### src/hdl/r2p_pkg.sv
// Shared constants, types and the arctangent table of the rectangular-to-polar converter.
package r2p_pkg;

  localparam int SAMPLE_WIDTH  = 16;
  localparam int CORDIC_STAGES = 16;
  localparam int GUARD_BITS    = 4;
  localparam int ANGLE_FRAC    = 30;
  localparam int TABLE_LEN     = 24;
  localparam int SHW           = $clog2(TABLE_LEN);

  // x/y: sign, negation of the most negative input, guard bits, CORDIC growth
  localparam int XW = SAMPLE_WIDTH + GUARD_BITS + 4;
  // angle in 2^-30 rad, |z| < pi + sum of table < 2^33
  localparam int ZW = ANGLE_FRAC + 5;

  localparam int                   GAIN_W   = 24;
  localparam logic [GAIN_W-1:0]    GAIN_Q24 = GAIN_W'(10188014);
  localparam longint               PI_Q30_L = 64'sd3373259426;
  localparam logic signed [ZW-1:0] PI_Q30   = ZW'(PI_Q30_L);

  // phase rounding
  localparam int     PH_SHIFT = ANGLE_FRAC - (SAMPLE_WIDTH - 3);
  localparam int     PH_W     = ZW - PH_SHIFT;
  localparam longint PH_LIM_L = (PI_Q30_L + (64'sd1 <<< (PH_SHIFT - 1))) >>> PH_SHIFT;
  localparam logic signed [ZW-1:0]           PH_HALF  = ZW'(64'sd1 <<< (PH_SHIFT - 1));
  localparam logic signed [PH_W-1:0]         PH_LIM   = PH_W'(PH_LIM_L);
  localparam logic signed [SAMPLE_WIDTH-1:0] PH_LIM_O = SAMPLE_WIDTH'(PH_LIM_L);

  // magnitude scaling
  localparam int MAG_SHIFT = 24 + GUARD_BITS;
  localparam int PROD_W    = (XW - 1) + GAIN_W;
  localparam int SUM_W     = PROD_W + 1;
  localparam int MW        = SUM_W - MAG_SHIFT;
  localparam logic [SUM_W-1:0] MAG_HALF = SUM_W'(64'd1 << (MAG_SHIFT - 1));

  typedef struct packed {
    logic signed [SAMPLE_WIDTH-1:0] real_part;
    logic signed [SAMPLE_WIDTH-1:0] imag_part;
  } in_item_t;

  typedef struct packed {
    logic        [SAMPLE_WIDTH-1:0] magnitude;
    logic signed [SAMPLE_WIDTH-1:0] phase;
  } out_item_t;

  typedef struct packed {
    logic signed [XW-1:0] x;
    logic signed [XW-1:0] y;
    logic signed [ZW-1:0] z;
    logic                 zero;
  } cordic_t;

  // atan(2^-i) in units of 2^-30 rad, rounded to nearest
  function automatic logic signed [ZW-1:0] atan_q30(input logic [SHW-1:0] idx);
    longint v;
    case (idx)
      0:       v = 843314857;
      1:       v = 497837829;
      2:       v = 263043837;
      3:       v = 133525159;
      4:       v = 67021687;
      5:       v = 33543516;
      6:       v = 16775851;
      7:       v = 8388437;
      8:       v = 4194283;
      9:       v = 2097149;
      10:      v = 1048576;
      11:      v = 524288;
      12:      v = 262144;
      13:      v = 131072;
      14:      v = 65536;
      15:      v = 32768;
      16:      v = 16384;
      17:      v = 8192;
      18:      v = 4096;
      19:      v = 2048;
      20:      v = 1024;
      21:      v = 512;
      22:      v = 256;
      23:      v = 128;
      default: v = 0;
    endcase
    return ZW'(v);
  endfunction

endpackage

### src/hdl/r2p_pre.sv
// Input register with pre-rotation into the right half plane.
module r2p_pre (
  input  logic              clk,
  input  logic              rst_n,
  input  r2p_pkg::in_item_t d_i,
  input  logic              vld_i,
  output logic              rdy_o,
  output r2p_pkg::cordic_t  d_o,
  output logic              vld_o,
  input  logic              rdy_i
);

  logic                         vld_r, vld_nxt;
  r2p_pkg::cordic_t             d_r, d_nxt;
  logic signed [r2p_pkg::XW-1:0] re_x, im_x;
  logic                         neg;

  assign rdy_o = !vld_r || rdy_i;

  always_comb begin
    re_x = r2p_pkg::XW'(d_i.real_part);
    im_x = r2p_pkg::XW'(d_i.imag_part);
    neg  = d_i.real_part[r2p_pkg::SAMPLE_WIDTH-1];
    if (neg) begin
      d_nxt.x = (-re_x) <<< r2p_pkg::GUARD_BITS;
      d_nxt.y = (-im_x) <<< r2p_pkg::GUARD_BITS;
      d_nxt.z = d_i.imag_part[r2p_pkg::SAMPLE_WIDTH-1] ? -r2p_pkg::PI_Q30 : r2p_pkg::PI_Q30;
    end else begin
      d_nxt.x = re_x <<< r2p_pkg::GUARD_BITS;
      d_nxt.y = im_x <<< r2p_pkg::GUARD_BITS;
      d_nxt.z = '0;
    end
    d_nxt.zero = (d_i.real_part == '0) && (d_i.imag_part == '0);
    vld_nxt    = rdy_o ? vld_i : vld_r;
  end

  always_ff @(posedge clk) begin
    if (!rst_n) begin
      vld_r <= 1'b0;
    end else begin
      vld_r <= vld_nxt;
    end
  end

  always_ff @(posedge clk) begin
    if (vld_i && rdy_o) begin
      d_r <= d_nxt;
    end
  end

  assign d_o   = d_r;
  assign vld_o = vld_r;

endmodule

### config.mk
export PLATFORM = sky130hd
export DESIGN_NAME = r2p_pre
export DESIGN_NICKNAME = d
export VERILOG_FILES = /design/src/hdl/r2p_pkg.sv /design/src/hdl/r2p_pre.sv
export SDC_FILE = /design/constraint.sdc
export NUM_CORES = 1
export LEC_CHECK = 0
export BUFFER_PORTS_ARGS = -buffer_cell sky130_fd_sc_hd__buf_4
export CAP_MARGIN = 20
export CORE_MARGIN = 10
export CORE_UTILIZATION = 49
export DETAILED_ROUTE_END_ITERATION = 8
export PLACE_DENSITY_LB_ADDON = 0.15
export SETUP_SLACK_MARGIN = 0.2
export SLEW_MARGIN = 40
export SYNTH_ARGS = -nofsm -noshare
export SYNTH_HDL_FRONTEND = slang
export SYNTH_SLANG_ARGS = --single-unit
### constraint.sdc
create_clock -name clk -period 4 [get_ports clk]
set_clock_uncertainty 0.1 [all_clocks]
set_input_delay 0.8 -clock clk [delete_from_list [all_inputs] [get_ports clk]]
set_output_delay 0.8 -clock clk [all_outputs]
set_load 0.02 [all_outputs]
==> impl_metrics.env <==
export IMPL_cp_end_kind="register"
export IMPL_cts_made_buffers=5
export IMPL_ir_worst_vdd_uv=202
export IMPL_h_tree_depth=2
export IMPL_synth_compound_area_share_pct=7.39
export IMPL_rsz0062_at_grt="no"
export IMPL_io_pins=122
export IMPL_hold_path_depth=2
export IMPL_grt_pass1_vias=1609
export IMPL_combPwrFrac_pct=22.9
export IMPL_p_clk_share_pct=27.9
export IMPL_grt_pass1_wl_um=7810
export IMPL_period_share_pct=65.0
export IMPL_clock_sinks=45
export IMPL_max_freq_mhz=385
export IMPL_die_w_um=88.8
export IMPL_layout_drive_gt1_share_pct=44.7
export IMPL_synth_area_leaders="edfxtp_1 57%, buf_4 13%, xnor2_1 10%"
export IMPL_post_synth_top_area_cell="edfxtp_1"
export IMPL_drt_pass1_iter_count=4
export IMPL_arrival_ps=2610
export IMPL_synthMuxAreaShare_pct=0
export IMPL_drt_initial_drc_count=65
export IMPL_clkTransAtPathRegs_ps=80
export IMPL_yosysSeqAreaShare_pct=57.9
export IMPL_crit_path_max_fanout=4
export IMPL_cts_tree="built"
export IMPL_vias_per_cell=4.81
export IMPL_worst_setup_path_type="primary input to register"
export IMPL_die_h_um=88.8
export IMPL_final_core_util_pct=68.5
export IMPL_syn_area_per_cell_um2=12.5
export IMPL_die_area_um2=7880
export IMPL_nets=312
export IMPL_synth_fa_ha_area_share_pct=1.08
export IMPL_startpoint_type="primary input"
export IMPL_synth_top_area_share_pct=57.0
export IMPL_syn_cell_area_um2=2320
export IMPL_internal_power_mw=0.862
export IMPL_status="completed"
export IMPL_period_needed_ps=2600
export IMPL_antenna_found_initial=0
export IMPL_final_antenna_net_count=0
export IMPL_design_core_area_um2=4470
export IMPL_fp_row_count=24
export IMPL_cp_required_ps=4010
export IMPL_root_buffer="clkbuf_8"
export IMPL_place_hpwl_um=4170
export IMPL_syn_inst=186
export IMPL_tns_ps=0
export IMPL_port_buffers=112
export IMPL_layout_commonest_cell="buf_4"
export IMPL_slew_headroom_pct=62.4
export IMPL_setup_viol=0
export IMPL_clk_path_buf_depth=2
export IMPL_reg2reg_depth=2
export IMPL_cts_resized=0
export IMPL_seq_power_share_pct=49.2
export IMPL_ctsHoldBuffers=0
export IMPL_dr_total_vias=1572
export IMPL_yosys_warnings=0
export IMPL_synth_xor_area_share_pct=10.2
export IMPL_final_cell_mix="112 x buf_4, 44 x edfxtp_1, 27 x xnor2_1, 13 x nand2_1, 13 x conb_1"
export IMPL_overflow=0
export IMPL_p_leak_nw=1.28
export IMPL_cap_viol_max_count=0
export IMPL_place_gp_congestion=0.770
export IMPL_drc=0
export IMPL_hold_class="register to register"
export IMPL_clk_latency_ps=290
export IMPL_netSwitchingFraction_pct=26.6
export IMPL_track_usage_pct=12.8
export IMPL_cts_setup_buffers=0
export IMPL_syn2layout_area_growth_pct=32.3
export IMPL_slew_viol_final=0
export IMPL_yosys_area_share_simple_pct=8.90
export IMPL_power_density_nw_per_um2=383
export IMPL_synth_top_family_by_area="buffers and inverters"
export IMPL_tightest_slew_ps=563
export IMPL_finalHoldViolCount=0
export IMPL_ys_seq_elements=45
export IMPL_grt_max_degree=45
export IMPL_start_util_pct=51.8
export IMPL_num_antenna_cells=0
export IMPL_p_sw_mw=0.312
export IMPL_yosysUniqueCellTypes=23
export IMPL_routed_wirelength_um=5260
export IMPL_wl_per_cell_um=16.1
-- metrics by stage --
stage / setup WS [ps] / hold slack [ps] / area (um^2) / cells / total power [mW]
4_1_cts: 1400 / 452 / 3070 / 327 / 1.19
5_1_grt: 1350 / 518 / 3070 / 327 / 1.23
3_3_place_gp: 1180 / 431 / 2960 / 319 / 0.856
6_report: 1400 / 448 / 3070 / 327 / 1.17
2_1_floorplan: 1340 / 650 / 2360 / 198 / 0.757
3_5_place_dp: 1100 / 440 / 2960 / 319 / 0.860
-- metal layers --
metal  routed length, um  share of wire [%]  track usage [%]  vias to the layer above
met5                   0                  0                0                        -
met4                  76                1.4             4.55                        0
met3                 762                 14             7.35                        7
met2                2580                 49             21.1                       67
met1                1840                 35             13.3                      708
li1                    -                  -                -                      790
-- critical path: stages --
cell and delay, ps:
buf_4 120, or4_4 550, or4_4 440, or4_4 520, nor4_2 170
-- final timing paths --
path | start | to | slack (ps)
hold / removal | vld_o$_SDFFE_PN0N_ | vld_o$_SDFFE_PN0N_ | 450
setup reg to reg | vld_o$_SDFFE_PN0N_ | d_o[81]$_SDFFCE_PN0P_ | 2580
hold reg to reg | vld_o$_SDFFE_PN0N_ | vld_o$_SDFFE_PN0N_ | 450
setup / recovery | d_i[11] | d_o[0]$_DFFE_PP_ | 1400
-- cells by family (layout without fill, tap and decap cells) --
kind of cell             Yosys count  in the layout
flip-flops                        45             45
XOR/XNOR                          27             27
adder cells (fa/ha/maj)            2              2
AO/OA/AOI/OAI                     26             26
other                              1             13
buffers and inverters             49            126
AND/OR/NAND/NOR                   36             36
-- registers in the layout, summed over array words and instances (netlist names) --
signal and flops:
vld_o 1, d_o 44
-- power by group through the flow --
stage          combinational [mW]  sequential, mW  clock (mW)
2_1_floorplan               0.125           0.633           0
3_3_place_gp                0.269           0.587           0
3_5_place_dp                0.272           0.588           0
4_1_cts                     0.273           0.578       0.335
5_1_grt                     0.290           0.582       0.354
6_report                    0.269           0.577       0.328
-- layout make-up --
| class | instances | area [um^2] |
|---|---|---|
| Sequential cell | 45 | 1340 |
| Inverter | 6 | 22.5 |
| Timing Repair Buffer | 112 | 841 |
| Multi-Input combinational cell | 104 | 691 |
| Clock inverter | 2 | 33.8 |
| Fill cell | 350 | 1410 |
| Clock buffer | 6 | 72.6 |
| Tap cell | 52 | 65.1 |
-- synthesized netlist by cell type --
cell	count
nand3_1	2
a21boi_0	1
nand2_1	13
o31ai_1	8
inv_1	6
nor3_1	1
o41ai_1	5
nand4b_1	1
or4_1	3
dfxtp_1	1
and2_1	2
nand2b_1	4
nor4_1	2
nor2_1	4
buf_4	40
o21ai_0	12
conb_1	1
ha_1	2
xnor2_1	27
edfxtp_1	44
nor4_2	1
or4_4	3
clkbuf_1	3
Power figures use the tool's default switching activity.
