==> config.mk <==
export PLATFORM = sky130hd
export DESIGN_NAME = r2p_post
export DESIGN_NICKNAME = d
export VERILOG_FILES = /design/src/hdl/r2p_pkg.sv /design/src/hdl/r2p_post.sv
export SDC_FILE = /design/constraint.sdc
export NUM_CORES = 1
export LEC_CHECK = 0
export BUFFER_PORTS_ARGS = -buffer_cell sky130_fd_sc_hd__buf_4
export CAP_MARGIN = 15
export CORE_ASPECT_RATIO = 0.9
export CORE_UTILIZATION = 57
export DETAILED_ROUTE_END_ITERATION = 10
export PLACE_DENSITY = 0.8
export SETUP_SLACK_MARGIN = 0.05
export SYNTH_ARGS = -nofsm -noshare
export SYNTH_HDL_FRONTEND = slang
export SYNTH_SLANG_ARGS = --single-unit
==> constraint.sdc <==
create_clock -name clk -period 7.4 [get_ports clk]
set_input_delay 0.74 -clock clk [delete_from_list [all_inputs] [get_ports clk]]
set_output_delay 0.74 -clock clk [all_outputs]
set_load 0.01 [all_outputs]
==> src/hdl/r2p_pkg.sv <==
// Shared constants, types and the arctangent table of the rectangular-to-polar converter.
package r2p_pkg;

  localparam int SAMPLE_WIDTH  = 16;
  localparam int CORDIC_STAGES = 16;
  localparam int GUARD_BITS    = 4;
  localparam int ANGLE_FRAC    = 30;
  localparam int TABLE_LEN     = 24;
  localparam int SHW           = $clog2(TABLE_LEN);

  // x/y: sign, negation of the most negative input, guard bits, CORDIC growth
  localparam int XW = SAMPLE_WIDTH + GUARD_BITS + 4;
  // angle in 2^-30 rad, |z| < pi + sum of table < 2^33
  localparam int ZW = ANGLE_FRAC + 5;

  localparam int                   GAIN_W   = 24;
  localparam logic [GAIN_W-1:0]    GAIN_Q24 = GAIN_W'(10188014);
  localparam longint               PI_Q30_L = 64'sd3373259426;
  localparam logic signed [ZW-1:0] PI_Q30   = ZW'(PI_Q30_L);

  // phase rounding
  localparam int     PH_SHIFT = ANGLE_FRAC - (SAMPLE_WIDTH - 3);
  localparam int     PH_W     = ZW - PH_SHIFT;
  localparam longint PH_LIM_L = (PI_Q30_L + (64'sd1 <<< (PH_SHIFT - 1))) >>> PH_SHIFT;
  localparam logic signed [ZW-1:0]           PH_HALF  = ZW'(64'sd1 <<< (PH_SHIFT - 1));
  localparam logic signed [PH_W-1:0]         PH_LIM   = PH_W'(PH_LIM_L);
  localparam logic signed [SAMPLE_WIDTH-1:0] PH_LIM_O = SAMPLE_WIDTH'(PH_LIM_L);

  // magnitude scaling
  localparam int MAG_SHIFT = 24 + GUARD_BITS;
  localparam int PROD_W    = (XW - 1) + GAIN_W;
  localparam int SUM_W     = PROD_W + 1;
  localparam int MW        = SUM_W - MAG_SHIFT;
  localparam logic [SUM_W-1:0] MAG_HALF = SUM_W'(64'd1 << (MAG_SHIFT - 1));

  typedef struct packed {
    logic signed [SAMPLE_WIDTH-1:0] real_part;
    logic signed [SAMPLE_WIDTH-1:0] imag_part;
  } in_item_t;

  typedef struct packed {
    logic        [SAMPLE_WIDTH-1:0] magnitude;
    logic signed [SAMPLE_WIDTH-1:0] phase;
  } out_item_t;

  typedef struct packed {
    logic signed [XW-1:0] x;
    logic signed [XW-1:0] y;
    logic signed [ZW-1:0] z;
    logic                 zero;
  } cordic_t;

  // atan(2^-i) in units of 2^-30 rad, rounded to nearest
  function automatic logic signed [ZW-1:0] atan_q30(input logic [SHW-1:0] idx);
    longint v;
    case (idx)
      0:       v = 843314857;
      1:       v = 497837829;
      2:       v = 263043837;
      3:       v = 133525159;
      4:       v = 67021687;
      5:       v = 33543516;
      6:       v = 16775851;
      7:       v = 8388437;
      8:       v = 4194283;
      9:       v = 2097149;
      10:      v = 1048576;
      11:      v = 524288;
      12:      v = 262144;
      13:      v = 131072;
      14:      v = 65536;
      15:      v = 32768;
      16:      v = 16384;
      17:      v = 8192;
      18:      v = 4096;
      19:      v = 2048;
      20:      v = 1024;
      21:      v = 512;
      22:      v = 256;
      23:      v = 128;
      default: v = 0;
    endcase
    return ZW'(v);
  endfunction

endpackage

==> src/hdl/r2p_post.sv <==
// Gain compensation multiply, magnitude/phase rounding and saturation, output register.
module r2p_post (
  input  logic               clk,
  input  logic               rst_n,
  input  r2p_pkg::cordic_t   d_i,
  input  logic               vld_i,
  output logic               rdy_o,
  output r2p_pkg::out_item_t d_o,
  output logic               vld_o,
  input  logic               rdy_i
);

  // stage A: multiply and phase rounding
  logic                                    va_r, va_nxt, rdy_a;
  logic [r2p_pkg::PROD_W-1:0]              prod_r, prod_nxt;
  logic signed [r2p_pkg::SAMPLE_WIDTH-1:0] ph_r, ph_nxt;
  logic [r2p_pkg::XW-2:0]                  xpos;
  logic signed [r2p_pkg::ZW-1:0]           z_rnd;
  logic signed [r2p_pkg::PH_W-1:0]         ph_full, ph_sat;

  // stage B: magnitude rounding, output register
  logic                                    vb_r, vb_nxt, rdy_b;
  r2p_pkg::out_item_t                      ob_r, ob_nxt;
  logic [r2p_pkg::SUM_W-1:0]               sum;
  logic [r2p_pkg::MW-1:0]                  mag_full;

  assign rdy_b = !vb_r || rdy_i;
  assign rdy_a = !va_r || rdy_b;
  assign rdy_o = rdy_a;

  always_comb begin
    xpos     = d_i.x[r2p_pkg::XW-1] ? '0 : d_i.x[r2p_pkg::XW-2:0];
    prod_nxt = r2p_pkg::PROD_W'(xpos) * r2p_pkg::PROD_W'(r2p_pkg::GAIN_Q24);
    z_rnd    = d_i.z + r2p_pkg::PH_HALF;
    ph_full  = r2p_pkg::PH_W'(z_rnd >>> r2p_pkg::PH_SHIFT);
    if (ph_full > r2p_pkg::PH_LIM) begin
      ph_sat = r2p_pkg::PH_LIM;
    end else if (ph_full < -r2p_pkg::PH_LIM) begin
      ph_sat = -r2p_pkg::PH_LIM;
    end else begin
      ph_sat = ph_full;
    end
    // origin: no angle defined, report zero
    if (d_i.zero) begin
      prod_nxt = '0;
      ph_nxt   = '0;
    end else begin
      ph_nxt   = r2p_pkg::SAMPLE_WIDTH'(ph_sat);
    end
    va_nxt = rdy_a ? vld_i : va_r;
  end

  always_comb begin
    sum      = {1'b0, prod_r} + r2p_pkg::MAG_HALF;
    mag_full = sum[r2p_pkg::SUM_W-1:r2p_pkg::MAG_SHIFT];
    if (|mag_full[r2p_pkg::MW-1:r2p_pkg::SAMPLE_WIDTH]) begin
      ob_nxt.magnitude = '1;
    end else begin
      ob_nxt.magnitude = mag_full[r2p_pkg::SAMPLE_WIDTH-1:0];
    end
    ob_nxt.phase = ph_r;
    vb_nxt       = rdy_b ? va_r : vb_r;
  end

  always_ff @(posedge clk) begin
    if (!rst_n) begin
      va_r <= 1'b0;
      vb_r <= 1'b0;
    end else begin
      va_r <= va_nxt;
      vb_r <= vb_nxt;
    end
  end

  always_ff @(posedge clk) begin
    if (vld_i && rdy_a) begin
      prod_r <= prod_nxt;
      ph_r   <= ph_nxt;
    end
    if (va_r && rdy_b) begin
      ob_r <= ob_nxt;
    end
  end

  assign d_o   = ob_r;
  assign vld_o = vb_r;

endmodule

==> report_table.html <==
<table>
<tr><th>Metric</th><th>Value</th></tr>
<tr><th colspan="2">Run status</th></tr>
<tr><td>Run status</td><td>finished clean</td></tr>
<tr><th colspan="2">Clocking</th></tr>
<tr><td>Clock transition at the register clock pins on the worst setup and hold paths after CTS</td><td>0.06 ns</td></tr>
<tr><td>Cell at the root of the clock tree</td><td>sky130_fd_sc_hd__clkbuf_16</td></tr>
<tr><td>TritonCTS buffer count</td><td>9</td></tr>
<tr><td>Later-pin clock latency in the skew report</td><td>0.34 ns</td></tr>
<tr><td>CTS tree</td><td>built</td></tr>
<tr><td>Number of H-tree levels</td><td>3</td></tr>
<tr><td>CTS sink cnt</td><td>70</td></tr>
<tr><td>Max Root-Sink Buffers</td><td>2</td></tr>
<tr><th colspan="2">Floorplan</th></tr>
<tr><td>Core Rows</td><td>55</td></tr>
<tr><td>Effective utilization at floorplan</td><td>57.94%</td></tr>
<tr><td>Floorplan die area</td><td>26110 um2</td></tr>
<tr><td>Die Span Y</td><td>153.4 um</td></tr>
<tr><td>Total core area</td><td>25050 um2</td></tr>
<tr><td>Die width</td><td>170.2 um</td></tr>
<tr><td>Number of ports placed on the die boundary</td><td>122</td></tr>
<tr><th colspan="2">Power and ir drop</th></tr>
<tr><td>Total power per unit cell area</td><td>423.3 nW/um2</td></tr>
<tr><td>IR drop worst, VDD</td><td>0.0005307 V</td></tr>
<tr><td>P_leak</td><td>8.945 nW</td></tr>
<tr><th colspan="2">Routing</th></tr>
<tr><td>Wirelength, routed</td><td>35360 um</td></tr>
<tr><td>Post-DR vias/cell</td><td>5.325</td></tr>
<tr><td>Number of iterations in the first detailed-routing pass</td><td>5</td></tr>
<tr><td>Via count</td><td>10920</td></tr>
<tr><td>Routed Antenna Nets</td><td>0</td></tr>
<tr><td>Routed wire per std cell</td><td>17.25 um</td></tr>
<tr><td>Count of routing violations after the opening detailed-route iteration</td><td>755</td></tr>
<tr><td>Residual DRC</td><td>0</td></tr>
<tr><th colspan="2">Synth</th></tr>
<tr><td>Post-Syn Area</td><td>14510 um2</td></tr>
<tr><td>Post-synth EDFFs</td><td>68</td></tr>
<tr><td>Register bit count reported by yosys</td><td>70</td></tr>
<tr><td>Sequential element share of the synthesized area</td><td>14.34%</td></tr>
<tr><td>Post-synth net total</td><td>2034</td></tr>
<tr><td>Unique masters post-synth</td><td>64</td></tr>
<tr><td>Main synth FF type</td><td>sky130_fd_sc_hd__edfxtp_1</td></tr>
<tr><td>Cell count after synthesis</td><td>1494</td></tr>
<tr><td>Synth Area per Inst</td><td>9.715 um2</td></tr>
<tr><td>Share of synthesized flip-flops with an asynchronous set or reset</td><td>0%</td></tr>
<tr><td>Number of warnings issued by yosys</td><td>0</td></tr>
<tr><th colspan="2">Timing</th></tr>
<tr><td>Count of final max-slew check failures</td><td>0</td></tr>
<tr><td>Minimum clock period after layout</td><td>7.248 ns</td></tr>
<tr><td>Max Fclk</td><td>0.1380 GHz</td></tr>
<tr><td>Worst clock skew</td><td>0.007908 ns</td></tr>
<tr><td>Final period utilization</td><td>97.94%</td></tr>
<tr><td>Post-layout worst setup margin</td><td>0.1523 ns</td></tr>
<tr><td>Total of endpoints with negative setup slack in the final report</td><td>0</td></tr>
<tr><td>Unrepaired setup endpoints after global routing</td><td>false</td></tr>
<tr><td>Relative max-transition margin</td><td>36.54%</td></tr>
<tr><td>Worst-margin pin slew</td><td>0.9483 ns</td></tr>
<tr><td>Number of endpoints with negative hold slack in the final report</td><td>0</td></tr>
<tr><th colspan="2">Placed design</th></tr>
<tr><td>Placed instance area</td><td>16590 um2</td></tr>
<tr><td>HPWL reported at the end of detailed placement</td><td>30950 um</td></tr>
<tr><td>Input/output buffers</td><td>81</td></tr>
<tr><td>Final weighted congestion of routability-driven global placement</td><td>0.9662</td></tr>
<tr><td>Place WS</td><td>-0.4312 ns</td></tr>
<tr><th colspan="2">Global routing</th></tr>
<tr><td>Overall fraction of global-route tracks in use</td><td>28.56%</td></tr>
<tr><td>Vias in the first global route</td><td>11250</td></tr>
<tr><td>Global-route wire length before repair</td><td>57150 um</td></tr>
<tr><td>Remaining global-route overflow</td><td>0</td></tr>
<tr><td>Pin count of the biggest net entering global routing</td><td>37</td></tr>
<tr><td>Antenna violations before repair</td><td>0</td></tr>
<tr><th colspan="2">Finish</th></tr>
<tr><td>Fraction of final layout cells with drive strength greater than 1</td><td>18.56%</td></tr>
<tr><td>N_diodes</td><td>0</td></tr>
<tr><td>Cell area after layout</td><td>17080 um2</td></tr>
<tr><td>Final layout net count</td><td>2243</td></tr>
<tr><td>Register area</td><td>2082 um2</td></tr>
<tr><td>Area growth syn-to-layout</td><td>17.68%</td></tr>
<tr><td>Filler cell count</td><td>1901</td></tr>
<tr><td>Area taken by multi-input logic gates</td><td>10920 um2</td></tr>
<tr><th colspan="2">Critical path</th></tr>
<tr><td>Setup crit start</td><td>d_i[83]</td></tr>
<tr><td>Worst R2R Start</td><td>prod_r[30]</td></tr>
<tr><td>Worst-path fanout max</td><td>12</td></tr>
<tr><td>Reg-to-reg critical path endpoint</td><td>d_o[21]</td></tr>
<tr><td>Critical setup path kind</td><td>in -&gt; reg</td></tr>
<tr><td>Worst EP arrival</td><td>7.32 ns</td></tr>
<tr><td>Capturing element type of the critical path</td><td>flop</td></tr>
<tr><td>Worst reg2reg setup slack</td><td>4.44 ns</td></tr>
<tr><td>Worst setup path endpoint</td><td>prod_r[39]</td></tr>
<tr><td>Data required time of the worst path</td><td>7.47 ns</td></tr>
<tr><td>Kind of start point of the critical path</td><td>input port</td></tr>
<tr><td>Reg2reg path depth</td><td>9</td></tr>
<tr><th colspan="2">Hold path</th></tr>
<tr><td>Type of the worst min-delay path</td><td>reg -&gt; reg</td></tr>
<tr><th colspan="2">Job</th></tr>
<tr><td>Max-Cap Viols</td><td>0</td></tr>
</table>
worst min-delay path by stage:
| stage | startpoint | endpoint | slack (ns) | depth (start not counted) |
|---|---|---|---|---|
| after floorplan | ph_r[0] | d_o[0] | 0.40 | 0 |
| final | ph_r[11] | d_o[11] | 0.42 | 0 |
| after global placement | ph_r[1] | d_o[1] | 0.40 | 0 |
| after CTS | ph_r[11] | d_o[11] | 0.42 | 0 |
| after detailed placement | ph_r[6] | d_o[6] | 0.40 | 0 |
| after global routing | ph_r[11] | d_o[11] | 0.42 | 0 |
logic make-up after synthesis:
logic type	after synthesis	synth area share [%]
compound gates	154	7.310
buf+inv	445	11.68
flops	70	14.34
simple gates	279	10.01
fa+ha+maj	452	50.97
mux	1	0.07758
xor+xnor	93	5.612
cell type report:
class	instances	area share, %
sequential	70	12.19
tap	342	2.505
multi-input combinational	979	63.92
clock buffer	10	1.341
clock inverter	6	0.5494
inverter	406	8.966
timing repair buffer	237	10.53
per-layer routing:
metal / vias up / GRT usage (%) / share of wire (%)
met5: - / 0 / 0
met3: 59 / 6.163 / 7.6
met4: 0 / 8.709 / 2.7
li1: 5113 / - / -
met1: 5383 / 39.96 / 44
met2: 361 / 44.42 / 46
state kept, by name, indices dropped and copies added (netlist names):
| signal | count |
|---|---|
| d_o | 32 |
| prod_r | 20 |
| ph_r | 16 |
| va_r | 1 |
| vld_o | 1 |
synthesized netlist by cell type, types with 7 or more instances:
library cell / count / area, um2
sky130_fd_sc_hd__inv_1: 406 / 1524
sky130_fd_sc_hd__nor2_1: 66 / 247.7
sky130_fd_sc_hd__nand2_1: 57 / 214.0
sky130_fd_sc_hd__a21oi_1: 38 / 190.2
sky130_fd_sc_hd__a21o_1: 29 / 217.7
sky130_fd_sc_hd__xnor2_1: 62 / 543.0
sky130_fd_sc_hd__nor2b_1: 24 / 150.1
sky130_fd_sc_hd__a21oi_2: 8 / 70.07
sky130_fd_sc_hd__o211ai_1: 7 / 52.55
sky130_fd_sc_hd__fa_1: 232 / 4644
sky130_fd_sc_hd__nor3_1: 15 / 75.07
sky130_fd_sc_hd__ha_1: 220 / 2753
sky130_fd_sc_hd__and3_1: 13 / 81.33
sky130_fd_sc_hd__clkbuf_1: 30 / 112.6
sky130_fd_sc_hd__nand3_1: 23 / 115.1
sky130_fd_sc_hd__edfxtp_1: 68 / 2042
sky130_fd_sc_hd__and2_1: 20 / 125.1
sky130_fd_sc_hd__a31oi_1: 9 / 56.30
sky130_fd_sc_hd__nand2b_1: 16 / 100.1
sky130_fd_sc_hd__nand4_1: 11 / 68.82
sky130_fd_sc_hd__o21ai_0: 22 / 110.1
sky130_fd_sc_hd__xor2_1: 31 / 271.5
critical path, cell delays in order:
cell	delay, ns
sky130_fd_sc_hd__buf_8	0.15
sky130_fd_sc_hd__nand2b_4	0.16
sky130_fd_sc_hd__inv_2	0.06
sky130_fd_sc_hd__buf_4	0.14
sky130_fd_sc_hd__ha_1	0.32
sky130_fd_sc_hd__fa_1	0.53
sky130_fd_sc_hd__inv_1	0.05
sky130_fd_sc_hd__fa_1	0.49
sky130_fd_sc_hd__inv_1	0.06
sky130_fd_sc_hd__fa_1	0.53
sky130_fd_sc_hd__fa_1	0.45
sky130_fd_sc_hd__fa_1	0.55
sky130_fd_sc_hd__inv_1	0.06
sky130_fd_sc_hd__fa_1	0.54
sky130_fd_sc_hd__inv_1	0.05
sky130_fd_sc_hd__ha_1	0.23
sky130_fd_sc_hd__a211oi_2	0.23
sky130_fd_sc_hd__o21ai_1	0.10
sky130_fd_sc_hd__a221o_2	0.45
sky130_fd_sc_hd__nand2_1	0.10
sky130_fd_sc_hd__o211ai_1	0.16
sky130_fd_sc_hd__a221oi_2	0.40
sky130_fd_sc_hd__o21ai_2	0.10
sky130_fd_sc_hd__nor4b_1	0.15
sky130_fd_sc_hd__or4_1	0.52
metrics by stage:
stage	instances	TNS [ns]	total power [mW]	util, %	hold slack (ns)
CTS	2046	0	6.996	67.58	0.4182
global route	2050	0	8.015	68.19	0.4224
floorplan	1494	0	4.531	-	0.4003
detailed placement	2029	-2.511	6.427	66.23	0.4045
global placement	2029	-1.631	6.229	66.23	0.4018
finish	2050	0	7.230	68.19	0.4177
cell usage in the layout, fill, tap and decap left out, types with 11 or more instances in the layout:
cell type                  netlist  routed
sky130_fd_sc_hd__a21o_1         29      29
sky130_fd_sc_hd__nand2_1        57      57
sky130_fd_sc_hd__nand3_1        23      22
sky130_fd_sc_hd__and2_1         20      17
sky130_fd_sc_hd__nor3_1         15      14
sky130_fd_sc_hd__and3_1         13      13
sky130_fd_sc_hd__o21ai_0        22      18
sky130_fd_sc_hd__edfxtp_1       68      68
sky130_fd_sc_hd__nand4_1        11      11
sky130_fd_sc_hd__ha_1          220     216
sky130_fd_sc_hd__fa_1          232     230
sky130_fd_sc_hd__inv_1         406     397
sky130_fd_sc_hd__nor2_1         66      62
sky130_fd_sc_hd__xor2_1         31      31
sky130_fd_sc_hd__buf_4           1     233
sky130_fd_sc_hd__xnor2_1        62      62
sky130_fd_sc_hd__nor2b_1        24      19
sky130_fd_sc_hd__a21oi_1        38      36
repair_timing:
item                       4_1_cts  5_1_grt
hold buffers                     0        0
gates resized for setup          3       32
pin swaps                        2       14
buffers inserted                 1        4
setup endpoints to repair        4       13
power breakdown:
group          internal (mW)  total, mW  leakage (nW)  switching, mW
Clock                  0.298      0.460         0.154          0.163
Sequential             0.577      0.619         0.660         0.0418
Combinational           2.73       6.15          8.13           3.42
Total                   3.60       7.23          8.95           3.63
Note: power is estimated with default switching activity, not from simulation.
