===== src/hdl/r2p_pkg.sv =====
// Shared constants, types and the arctangent table of the rectangular-to-polar converter.
package r2p_pkg;

  localparam int SAMPLE_WIDTH  = 16;
  localparam int CORDIC_STAGES = 16;
  localparam int GUARD_BITS    = 4;
  localparam int ANGLE_FRAC    = 30;
  localparam int TABLE_LEN     = 24;
  localparam int SHW           = $clog2(TABLE_LEN);

  // x/y: sign, negation of the most negative input, guard bits, CORDIC growth
  localparam int XW = SAMPLE_WIDTH + GUARD_BITS + 4;
  // angle in 2^-30 rad, |z| < pi + sum of table < 2^33
  localparam int ZW = ANGLE_FRAC + 5;

  localparam int                   GAIN_W   = 24;
  localparam logic [GAIN_W-1:0]    GAIN_Q24 = GAIN_W'(10188014);
  localparam longint               PI_Q30_L = 64'sd3373259426;
  localparam logic signed [ZW-1:0] PI_Q30   = ZW'(PI_Q30_L);

  // phase rounding
  localparam int     PH_SHIFT = ANGLE_FRAC - (SAMPLE_WIDTH - 3);
  localparam int     PH_W     = ZW - PH_SHIFT;
  localparam longint PH_LIM_L = (PI_Q30_L + (64'sd1 <<< (PH_SHIFT - 1))) >>> PH_SHIFT;
  localparam logic signed [ZW-1:0]           PH_HALF  = ZW'(64'sd1 <<< (PH_SHIFT - 1));
  localparam logic signed [PH_W-1:0]         PH_LIM   = PH_W'(PH_LIM_L);
  localparam logic signed [SAMPLE_WIDTH-1:0] PH_LIM_O = SAMPLE_WIDTH'(PH_LIM_L);

  // magnitude scaling
  localparam int MAG_SHIFT = 24 + GUARD_BITS;
  localparam int PROD_W    = (XW - 1) + GAIN_W;
  localparam int SUM_W     = PROD_W + 1;
  localparam int MW        = SUM_W - MAG_SHIFT;
  localparam logic [SUM_W-1:0] MAG_HALF = SUM_W'(64'd1 << (MAG_SHIFT - 1));

  typedef struct packed {
    logic signed [SAMPLE_WIDTH-1:0] real_part;
    logic signed [SAMPLE_WIDTH-1:0] imag_part;
  } in_item_t;

  typedef struct packed {
    logic        [SAMPLE_WIDTH-1:0] magnitude;
    logic signed [SAMPLE_WIDTH-1:0] phase;
  } out_item_t;

  typedef struct packed {
    logic signed [XW-1:0] x;
    logic signed [XW-1:0] y;
    logic signed [ZW-1:0] z;
    logic                 zero;
  } cordic_t;

  // atan(2^-i) in units of 2^-30 rad, rounded to nearest
  function automatic logic signed [ZW-1:0] atan_q30(input logic [SHW-1:0] idx);
    longint v;
    case (idx)
      0:       v = 843314857;
      1:       v = 497837829;
      2:       v = 263043837;
      3:       v = 133525159;
      4:       v = 67021687;
      5:       v = 33543516;
      6:       v = 16775851;
      7:       v = 8388437;
      8:       v = 4194283;
      9:       v = 2097149;
      10:      v = 1048576;
      11:      v = 524288;
      12:      v = 262144;
      13:      v = 131072;
      14:      v = 65536;
      15:      v = 32768;
      16:      v = 16384;
      17:      v = 8192;
      18:      v = 4096;
      19:      v = 2048;
      20:      v = 1024;
      21:      v = 512;
      22:      v = 256;
      23:      v = 128;
      default: v = 0;
    endcase
    return ZW'(v);
  endfunction

endpackage


===== src/hdl/r2p_cell.sv =====
// One CORDIC vectoring micro-rotation with its own pipeline register.
module r2p_cell (
  input  logic                    clk,
  input  logic                    rst_n,
  input  logic [r2p_pkg::SHW-1:0] shift,
  input  r2p_pkg::cordic_t        d_i,
  input  logic                    vld_i,
  output logic                    rdy_o,
  output r2p_pkg::cordic_t        d_o,
  output logic                    vld_o,
  input  logic                    rdy_i
);

  logic                          vld_r, vld_nxt;
  r2p_pkg::cordic_t              d_r, d_nxt;
  logic signed [r2p_pkg::XW-1:0] xs, ys;
  logic signed [r2p_pkg::ZW-1:0] ang;

  assign rdy_o = !vld_r || rdy_i;

  always_comb begin
    xs    = d_i.x >>> shift;
    ys    = d_i.y >>> shift;
    ang   = r2p_pkg::atan_q30(shift);
    d_nxt = d_i;
    if (!d_i.y[r2p_pkg::XW-1]) begin
      d_nxt.x = d_i.x + ys;
      d_nxt.y = d_i.y - xs;
      d_nxt.z = d_i.z + ang;
    end else begin
      d_nxt.x = d_i.x - ys;
      d_nxt.y = d_i.y + xs;
      d_nxt.z = d_i.z - ang;
    end
    vld_nxt = rdy_o ? vld_i : vld_r;
  end

  always_ff @(posedge clk) begin
    if (!rst_n) begin
      vld_r <= 1'b0;
    end else begin
      vld_r <= vld_nxt;
    end
  end

  always_ff @(posedge clk) begin
    if (vld_i && rdy_o) begin
      d_r <= d_nxt;
    end
  end

  assign d_o   = d_r;
  assign vld_o = vld_r;

  // x starts in the right half plane and only grows in vectoring mode
  a_x_nonneg: assert property (@(posedge clk) disable iff (!rst_n)
    vld_r |-> !d_r.x[r2p_pkg::XW-1])
    else $error("cordic x went negative");

endmodule


===== config.mk =====
export PLATFORM = sky130hd
export DESIGN_NAME = r2p_cell
export DESIGN_NICKNAME = d
export VERILOG_FILES = /design/src/hdl/r2p_pkg.sv /design/src/hdl/r2p_cell.sv
export SDC_FILE = /design/constraint.sdc
export NUM_CORES = 1
export LEC_CHECK = 0
export BUFFER_PORTS_ARGS = -buffer_cell sky130_fd_sc_hd__buf_2
export CORE_MARGIN = 1
export CORE_UTILIZATION = 36
export DETAILED_ROUTE_END_ITERATION = 12
export HOLD_SLACK_MARGIN = 0.02
export PLACE_DENSITY_LB_ADDON = 0.08
export SETUP_SLACK_MARGIN = 0.3
export SYNTH_ARGS = -nofsm -noshare
export SYNTH_HDL_FRONTEND = slang
export SYNTH_SLANG_ARGS = --single-unit

===== constraint.sdc =====
create_clock -name clk -period 6.7 [get_ports clk]
set_input_delay 1.005 -clock clk [delete_from_list [all_inputs] [get_ports clk]]
set_output_delay 1.005 -clock clk [all_outputs]
set_load 0.1 [all_outputs]

==> flow_summary.ini, run 1 <==
[setup_path]
cp-end-kind = flip-flop
crit_chain = buf_4, buf_12, mux4_2, mux2i_2, o22ai_1, a31o_2, inv_1, ha_1, and2_1, nand4_4, nor3_4, nand2_1, a21oi_1, o22ai_1, ha_1, a211oi_1, inv_1, a21o_1, a21o_1, a31o_2, o31a_1, a31o_2, a21oi_1, xnor2_1
start_kind = input port
cp_slowest_stage_delay_ns = 0.60
slowest_stage = mux4_2
worst-path-buf-inv = 4
crit_required_ns = 6.82
path_max_fanout = 42
arrival_ns = 6.20
cpMostUsedCell = a31o_2
path_class = input port to flip-flop
cp_top_family = compound AO/OA/AOI/OAI gates

[floorplan]
rows = 66
ios = 179
die_h_um = 184
start_util_pct = 36.7
die-area_um2 = 33900
core_um2 = 32500
die_width_um = 184

[finish]
final_cell_mix = buf_2 (176), nor2_1 (106), a21oi_1 (95), nand2_1 (95), xnor2_1 (92)
fill_cells = 3350
fin_util_pct = 42.7
area_growth_pct = 16.5
layout_commonest_cell = buf_2
antennaDiodeCount = 0
postLayoutCellArea_um2 = 13900
nNetsFinal = 1710
layout-drive-gt1-share_pct = 23.6

[synth]
ys.flop_type = edfxtp_1
ys_ff_latch = 85
synth_area_um2 = 11900
avgSynthCellArea_um2 = 8.91
syn_nets = 1526
async_reset_ff_share_pct = 0
ys_seq_area_share_pct = 21.3
synth_cell_type_count = 93
synth_edf_count = 84
syn_inst = 1339
yosys_warnings = 0

[timing]
fin_ws_ns = 0.616
fin_skew_ns = 0.0106
final-setup-viol-count = 0
slew_headroom_pct = 33.3
holdWs_ns = 0.545
tightest_slew_ns = 0.997
setup_tns_ns = 0
hold_viol = 0
period_needed_ns = 6.08
max_freq_mhz = 164
layout_worst_path_cycle_share_pct = 90.8
maxSlewViolCount = 0
rsz0062_at_grt = false

[grt]
grt_overflow_total = 0
grt_pass1_wl_um = 61000
antenna_found_initial = 0
grt_max_degree = 56
grt_usage_pct = 23.4
first_global_vias = 10800

[route]
routedWlPerCell_um = 20.2
drtIter0Drc = 852
vias = 11400
drc = 0
drt_wl_total_um = 39900
vias_per_cell = 5.77
drtAntennaViolNets = 0
first_pass_iters = 5

[placement]
dpl.hpwl_um = 31400
post_dp_cell_area_um2 = 13500
gp_congestion = 0.926
portBuffers = 178
place_ws_ns = 0.177

[clock_network]
cts_hold_buf = 0
cts.sinks = 85
cts_max_level = 3
clkTransAtPathRegs_ns = 0.07
cts_tree = yes
clk_latency_ns = 0.36
clockRootBuffer = clkbuf_16
numCtsBuffers = 9
post-cts-setup-buffers = 0
clk_path_buf_depth = 2

[job]
maxCapViolations = 0

[power]
power.density_nw_per_um2 = 258
vdd_drop_max_uv = 139
leakagePower_uw = 0.00570

[outcome]
status = completed

[worst_hold_path]
hp-class = flip-flop to flip-flop
worst register-to-register path: stages (launching register included):
cell and delay (ns):
dfxtp_1 0.31, nand2b_1 0.10, and2_4 0.42, buf_4 0.66
report_power, final:
group / internal (uW) / switching, uW
clock: 365 / 235
sequential: 755 / 21.5
combinational: 637 / 1570
repair_timing:
action | 4_1_cts | 5_1_grt
setup endpoints to repair | 0 | 2
gates resized for setup | 0 | 2
endpoints found under the hold margin | 0 | 0
Yosys cell counts, drive strengths merged (17+ instances only):
master,count,area [um2]
ha,91,1140
nand2b,24,150
a21oi,95,475
clkbuf,27,101
o22ai,23,144
nor3,39,216
o211ai,17,128
o21ai,71,355
edfxtp,84,2520
nand3,17,85.1
inv,44,165
nor2,106,398
o21a,21,158
a31oi,25,171
xnor2,92,806
buf,44,272
mux2,22,248
xor2,40,350
mux2i,56,561
a21o,24,180
nand2,95,357
mux4,43,976
layout make-up:
| cell class | count | area [um2] | area share, % |
|---|---|---|---|
| tap | 442 | 553 | 3.98 |
| multi-input combinational | 1135 | 8850 | 63.7 |
| clock buffer | 10 | 229 | 1.65 |
| sequential | 85 | 2540 | 18.3 |
| timing repair buffer | 244 | 1430 | 10.3 |
| inverter | 48 | 180 | 1.30 |
| clock inverter | 6 | 111 | 0.801 |
state kept, by name (all words and copies together) (netlist names):
name,flops
vld_o,1
d_o,84
layer usage:
layer | up-vias | GRT usage, % | share of wire, %
met1 | 5410 | 30.7 | 44
met5 | - | 0 | 0
met2 | 394 | 39.2 | 47
met3 | 58 | 3.31 | 5.8
li1 | 5499 | - | -
met4 | 0 | 7.70 | 2.6
metrics by stage:
stage               power, uW  instances
floorplan                2550       1339
global placement         2980       1954
detailed placement       2980       1954
CTS                      3600       1970
global route             3770       1970
finish                   3580       1970
path summary, 6_finish.rpt:
check,startpoint,endpoint,slack [ns],depth (start not counted)
worst max register to register,vld_o,d_o[55],4.76,3
worst min register to register,vld_o,vld_o,0.54,2
worst min-delay path,vld_o,vld_o,0.54,2
worst max-delay path,shift[0],d_o[83],0.62,24
cell families after synthesis:
family / after synthesis / share of synthesized area, %
xor gates and xnor gates: 132 / 9.69
AOI/OAI and AO/OA: 406 / 23.0
DFF: 85 / 21.3
muxes: 121 / 15.0
and+or+nand+nor: 382 / 16.3
adders and majority gates: 94 / 10.0
buffers and inverters: 119 / 4.63
Power figures use the tool's default switching activity.
==> run 2, diff against run 1 <==
CORE_UTILIZATION = 50   (was 36)
clock period = 6.95 ns   (was 6.7 ns; I/O delays follow)
==> run 2 against run 1 <==
Effect of this change:
- hold slack worse by 0.0035 ns
- final cell count is 7.3% lower
- final area is 2.9% lower
- combinational power is 5% lower
- largest power group unchanged
- non-clock buffer count is 22 lower
- highest routed layer unchanged
- clock power is 20% lower
- total power is 7.6% lower
- sequential power is 3.7% lower
==> flow_summary.ini, run 2 (synthesized netlist as in run 1, its figures left out) <==
[setup_path]
start_kind = input port
path_class = input port to flip-flop
crit_required_ns = 7.07
path_max_fanout = 33
crit_chain = buf_4, buf_4, mux4_2, mux2_2, a22o_1, or4_4, nor2_1, and4_4, o211ai_1, xnor2_1, o21ai_0, ha_1, a211oi_1, inv_1, a21o_1, a21o_1, a31o_2, o31a_1, a31o_2, a21oi_1, xnor2_1
cp_slowest_stage_delay_ns = 0.58
ff2ff_path_depth = 3
slowest_stage = mux4_2
arrival_ns = 6.37
cp-end-kind = flip-flop

[floorplan]
start_util_pct = 51.0
die-area_um2 = 24500
core_um2 = 23400
die_width_um = 156
rows = 56
die_h_um = 156
ios = 179

[placement]
dpl.hpwl_um = 28500
portBuffers = 178
post_dp_cell_area_um2 = 13200
place_ws_ns = 0.179
gp_congestion = 0.954
dp.cells = 1809

[grt]
first_global_vias = 10400
antenna_found_initial = 0
grt_pass1_wl_um = 56600
grt_usage_pct = 29.8
grt_max_degree = 54
grt_overflow_total = 0

[timing]
rsz0062_at_grt = false
slew_headroom_pct = 41.3
tightest_slew_ns = 0.858
fin_ws_ns = 0.696
final-setup-viol-count = 0
fin_skew_ns = 0.00792
maxSlewViolCount = 0
hold_viol = 0
period_needed_ns = 6.25
setup_tns_ns = 0
layout_worst_path_cycle_share_pct = 90.0
max_freq_mhz = 160

[clock_network]
clockRootBuffer = clkbuf_16
cts.sinks = 85
numCtsBuffers = 9
clk_path_buf_depth = 2
cts_hold_buf = 0
cts_max_level = 3
clk_latency_ns = 0.36
clkTransAtPathRegs_ns = 0.07
cts_tree = yes

[power]
seqPwrFrac_pct = 22.6
clock_power_share_pct = 14.5
p_switching_uw = 1740
intPower_uw = 1570
vdd_drop_max_uv = 140
leakagePower_uw = 0.00554
switching_share_pct = 52.7
power.density_nw_per_um2 = 245
pwr-share-comb_pct = 62.9

[finish]
final_cell_count_no_fill = 1826
fin_util_pct = 57.7
largest_reg_flops = 84
layout_commonest_cell = buf_2
area_growth_pct = 13.1
final_cell_mix = buf_2 (176), nor2_1 (106), a21oi_1 (95), nand2_1 (95), xnor2_1 (92)
postLayoutCellArea_um2 = 13500
nNetsFinal = 1688
fill_cells = 2207
layout-drive-gt1-share_pct = 22.5

[worst_hold_path]
hp-class = flip-flop to flip-flop
holdPathStages = 2

[route]
drtAntennaViolNets = 0
routedWlPerCell_um = 20.0
vias_per_cell = 6.23
drc = 0
drt_wl_total_um = 36600
drtIter0Drc = 962
vias = 11400
first_pass_iters = 7

[job]
maxCapViolations = 0

[outcome]
status = completed
[run 2: power groups by stage]
stage               combinational (uW)  sequential (uW)  clock, uW
floorplan                          927             1530          0
global placement                  2050              759          0
detailed placement                2070              760          0
CTS                               2070              749        491
global route                      2220              760        505
finish                            2080              748        478
[run 2: final cells by class]
cell class	instances	area (um2)	share of cell area [%]
antenna	1	2.50	0.0185
tap	319	399	2.96
sequential	85	2540	18.8
clock inverter	6	47.5	0.352
clock buffer	10	229	1.70
timing repair buffer	222	1240	9.21
inverter	48	184	1.36
multi-input combinational	1135	8850	65.6
[run 2: critical path, delay by kind of cell]
family          cells  cell delay, ns
simple gates        3            0.97
compound gates     10            2.04
xor+xnor            2            0.24
mux                 2            0.90
buf+inv             3            0.89
fa+ha+maj           1            0.24
[run 2: worst paths after layout]
kind                  from  endpoint  slack (ns)
setup / recovery  shift[0]   d_o[83]        0.70
hold / removal       vld_o     vld_o        0.54
hold reg to reg      vld_o     vld_o        0.54
setup reg to reg     vld_o   d_o[37]        5.07
[run 2: what timing repair did]
action	in CTS	in global routing
gates resized for setup	0	3
buffers inserted	0	0
setup endpoints to repair	0	5
[run 2: through the flow]
stage               power, uW  hold WS [ns]
floorplan                2460          1.14
global route             3480         0.581
detailed placement       2830         0.533
CTS                      3310         0.546
finish                   3310         0.541
global placement         2810         0.520
[run 2: per-layer routing]
| layer | part of all wire [%] | GRT usage (%) | wire [um] | vias up |
|---|---|---|---|---|
| met4 | 3.0 | 10.7 | 1090 | 0 |
| met2 | 47 | 50.0 | 17300 | 469 |
| met5 | 0 | 0 | 0 | - |
| met3 | 6.4 | 3.71 | 2350 | 62 |
| li1 | - | - | - | 5455 |
| met1 | 43 | 39.4 | 15900 | 5395 |
==> run 3, diff against run 2 <==
REMOVE_ABC_BUFFERS = 1   (was unset)
==> run 3 against run 2 <==
Effect of this change:
- total power grew 1.9%
- first-iteration DRC count down 16%
- utilization up 0.32 points
- critical path type unchanged
- largest power group unchanged
==> flow_summary.ini, run 3 (synthesized netlist as in run 1, its figures left out) <==
[outcome]
status = completed

[power]
pwr-share-comb_pct = 62.0
switching_share_pct = 52.3
vdd_drop_max_uv = 138
clock_power_share_pct = 15.8
seqPwrFrac_pct = 22.2
power.density_nw_per_um2 = 249
leakagePower_uw = 0.00560
intPower_uw = 1610
p_switching_uw = 1760

[timing]
maxSlewViolCount = 0
layout_worst_path_cycle_share_pct = 89.3
final-setup-viol-count = 0
tightest_slew_ns = 0.823
fin_skew_ns = 0.00965
rsz0062_at_grt = false
setup_tns_ns = 0
max_freq_mhz = 161
period_needed_ns = 6.21
slew_headroom_pct = 45.2
hold_viol = 0

[clock_network]
cts_resized = 0
numCtsBuffers = 9
clk_path_buf_depth = 2
clockRootBuffer = clkbuf_16
clkTransAtPathRegs_ns = 0.08
clk_latency_ns = 0.37
cts.sinks = 85
post-cts-setup-buffers = 0
cts_hold_buf = 0
cts_max_level = 3
cts_tree = yes

[finish]
layout-drive-gt1-share_pct = 22.8
final_cell_mix = buf_2 (176), nor2_1 (106), a21oi_1 (95), nand2_1 (95), xnor2_1 (92)
largest_reg_flops = 84
final_cell_count_no_fill = 1834
nNetsFinal = 1697
area_growth_pct = 13.7
layout_commonest_cell = buf_2
antennaDiodeCount = 0

[setup_path]
timing.rr.start = vld_o
start_kind = input port
arrival_ns = 6.33
path_max_fanout = 41
cp-end-kind = flip-flop
path_class = input port to flip-flop
crit_required_ns = 7.07
reg2reg_slack_ns = 5.03
reg2reg_to = d_o[37]
ff2ff_path_depth = 3

[floorplan]
start_util_pct = 51.0
rows = 56
die_h_um = 156
die_width_um = 156
die-area_um2 = 24500
ios = 179
core_um2 = 23400

[grt]
antenna_found_initial = 0
grt_usage_pct = 30.6
grt_overflow_total = 0
grt_pass1_wl_um = 58100
grt_max_degree = 54
first_global_vias = 10700

[route]
drc = 0
vias = 11600
first_pass_iters = 7
drtIter0Drc = 805
routedWlPerCell_um = 20.3
vias_per_cell = 6.33
drtAntennaViolNets = 0
drt_wl_total_um = 37300

[job]
maxCapViolations = 0

[worst_hold_path]
hp-class = flip-flop to flip-flop
min_from = vld_o
holdPathStages = 2
hold_end = vld_o

[placement]
dpl.hpwl_um = 28700
portBuffers = 178
gp_congestion = 0.993
dp.cells = 1817
-- run 3: worst max path at each step --
stage             start      end  slack, ns  depth (start not counted)
2_1_floorplan  shift[1]  d_o[35]       1.15                         19
3_3_place_gp   shift[0]  d_o[59]       0.44                         20
3_5_place_dp   shift[0]  d_o[59]       0.33                         20
4_1_cts        shift[0]  d_o[59]       0.70                         20
5_1_grt        shift[2]  d_o[58]       0.43                         20
6_report       shift[2]  d_o[58]       0.74                         20
-- run 3: cell type report --
type | count | area (um2)
Sequential cell | 85 | 2540
Multi-Input combinational cell | 1135 | 8840
Clock buffer | 10 | 229
Tap cell | 319 | 399
Fill cell | 2204 | 9840
Inverter | 48 | 180
Clock inverter | 6 | 71.3
Timing Repair Buffer | 231 | 1310
-- run 3: metal layers --
metal / global-route usage [%] / vias up / wire (um)
met5: 0 / - / 0
met4: 12.8 / 0 / 1430
met1: 39.7 / 5441 / 15700
met3: 4.04 / 95 / 2840
met2: 50.9 / 605 / 17300
li1: - / 5463 / -
-- run 3: through the flow --
| step | instance area (um2) | power, uW | util, % | setup WS (ns) | hold WS [ns] |
|---|---|---|---|---|---|
| 6_report | 13600 | 3370 | 58.0 | 0.745 | 0.553 |
| 5_1_grt | 13600 | 3540 | 58.0 | 0.430 | 0.608 |
| 4_1_cts | 13600 | 3370 | 57.9 | 0.699 | 0.553 |
| 3_5_place_dp | 13300 | 2830 | 56.7 | 0.335 | 0.539 |
| 3_3_place_gp | 13300 | 2820 | 56.7 | 0.441 | 0.513 |
| 2_1_floorplan | 11600 | 2410 | - | 1.15 | 1.14 |
-- run 3: critical path, cell delays in order --
cell      delay, ns
buf_4          0.43
buf_4          0.33
mux2_2         0.37
mux4_2         0.51
a22oi_1        0.22
o211a_1        0.25
ha_1           0.26
nand2_1        0.06
nand4b_1       0.25
nor3_2         0.25
nor3_1         0.08
a221oi_1       0.23
o21ai_0        0.15
ha_1           0.39
a21o_1         0.19
a21oi_1        0.23
nor3b_1        0.33
a21boi_0       0.41
nor4b_1        0.10
a211o_1        0.24
-- run 3: power by group through the flow --
stage	Combinational [uW]	Clock (uW)	Sequential [uW]
global placement	2060	0	760
CTS	2080	542	750
floorplan	881	0	1530
finish	2090	532	748
global route	2230	549	761
detailed placement	2070	0	760
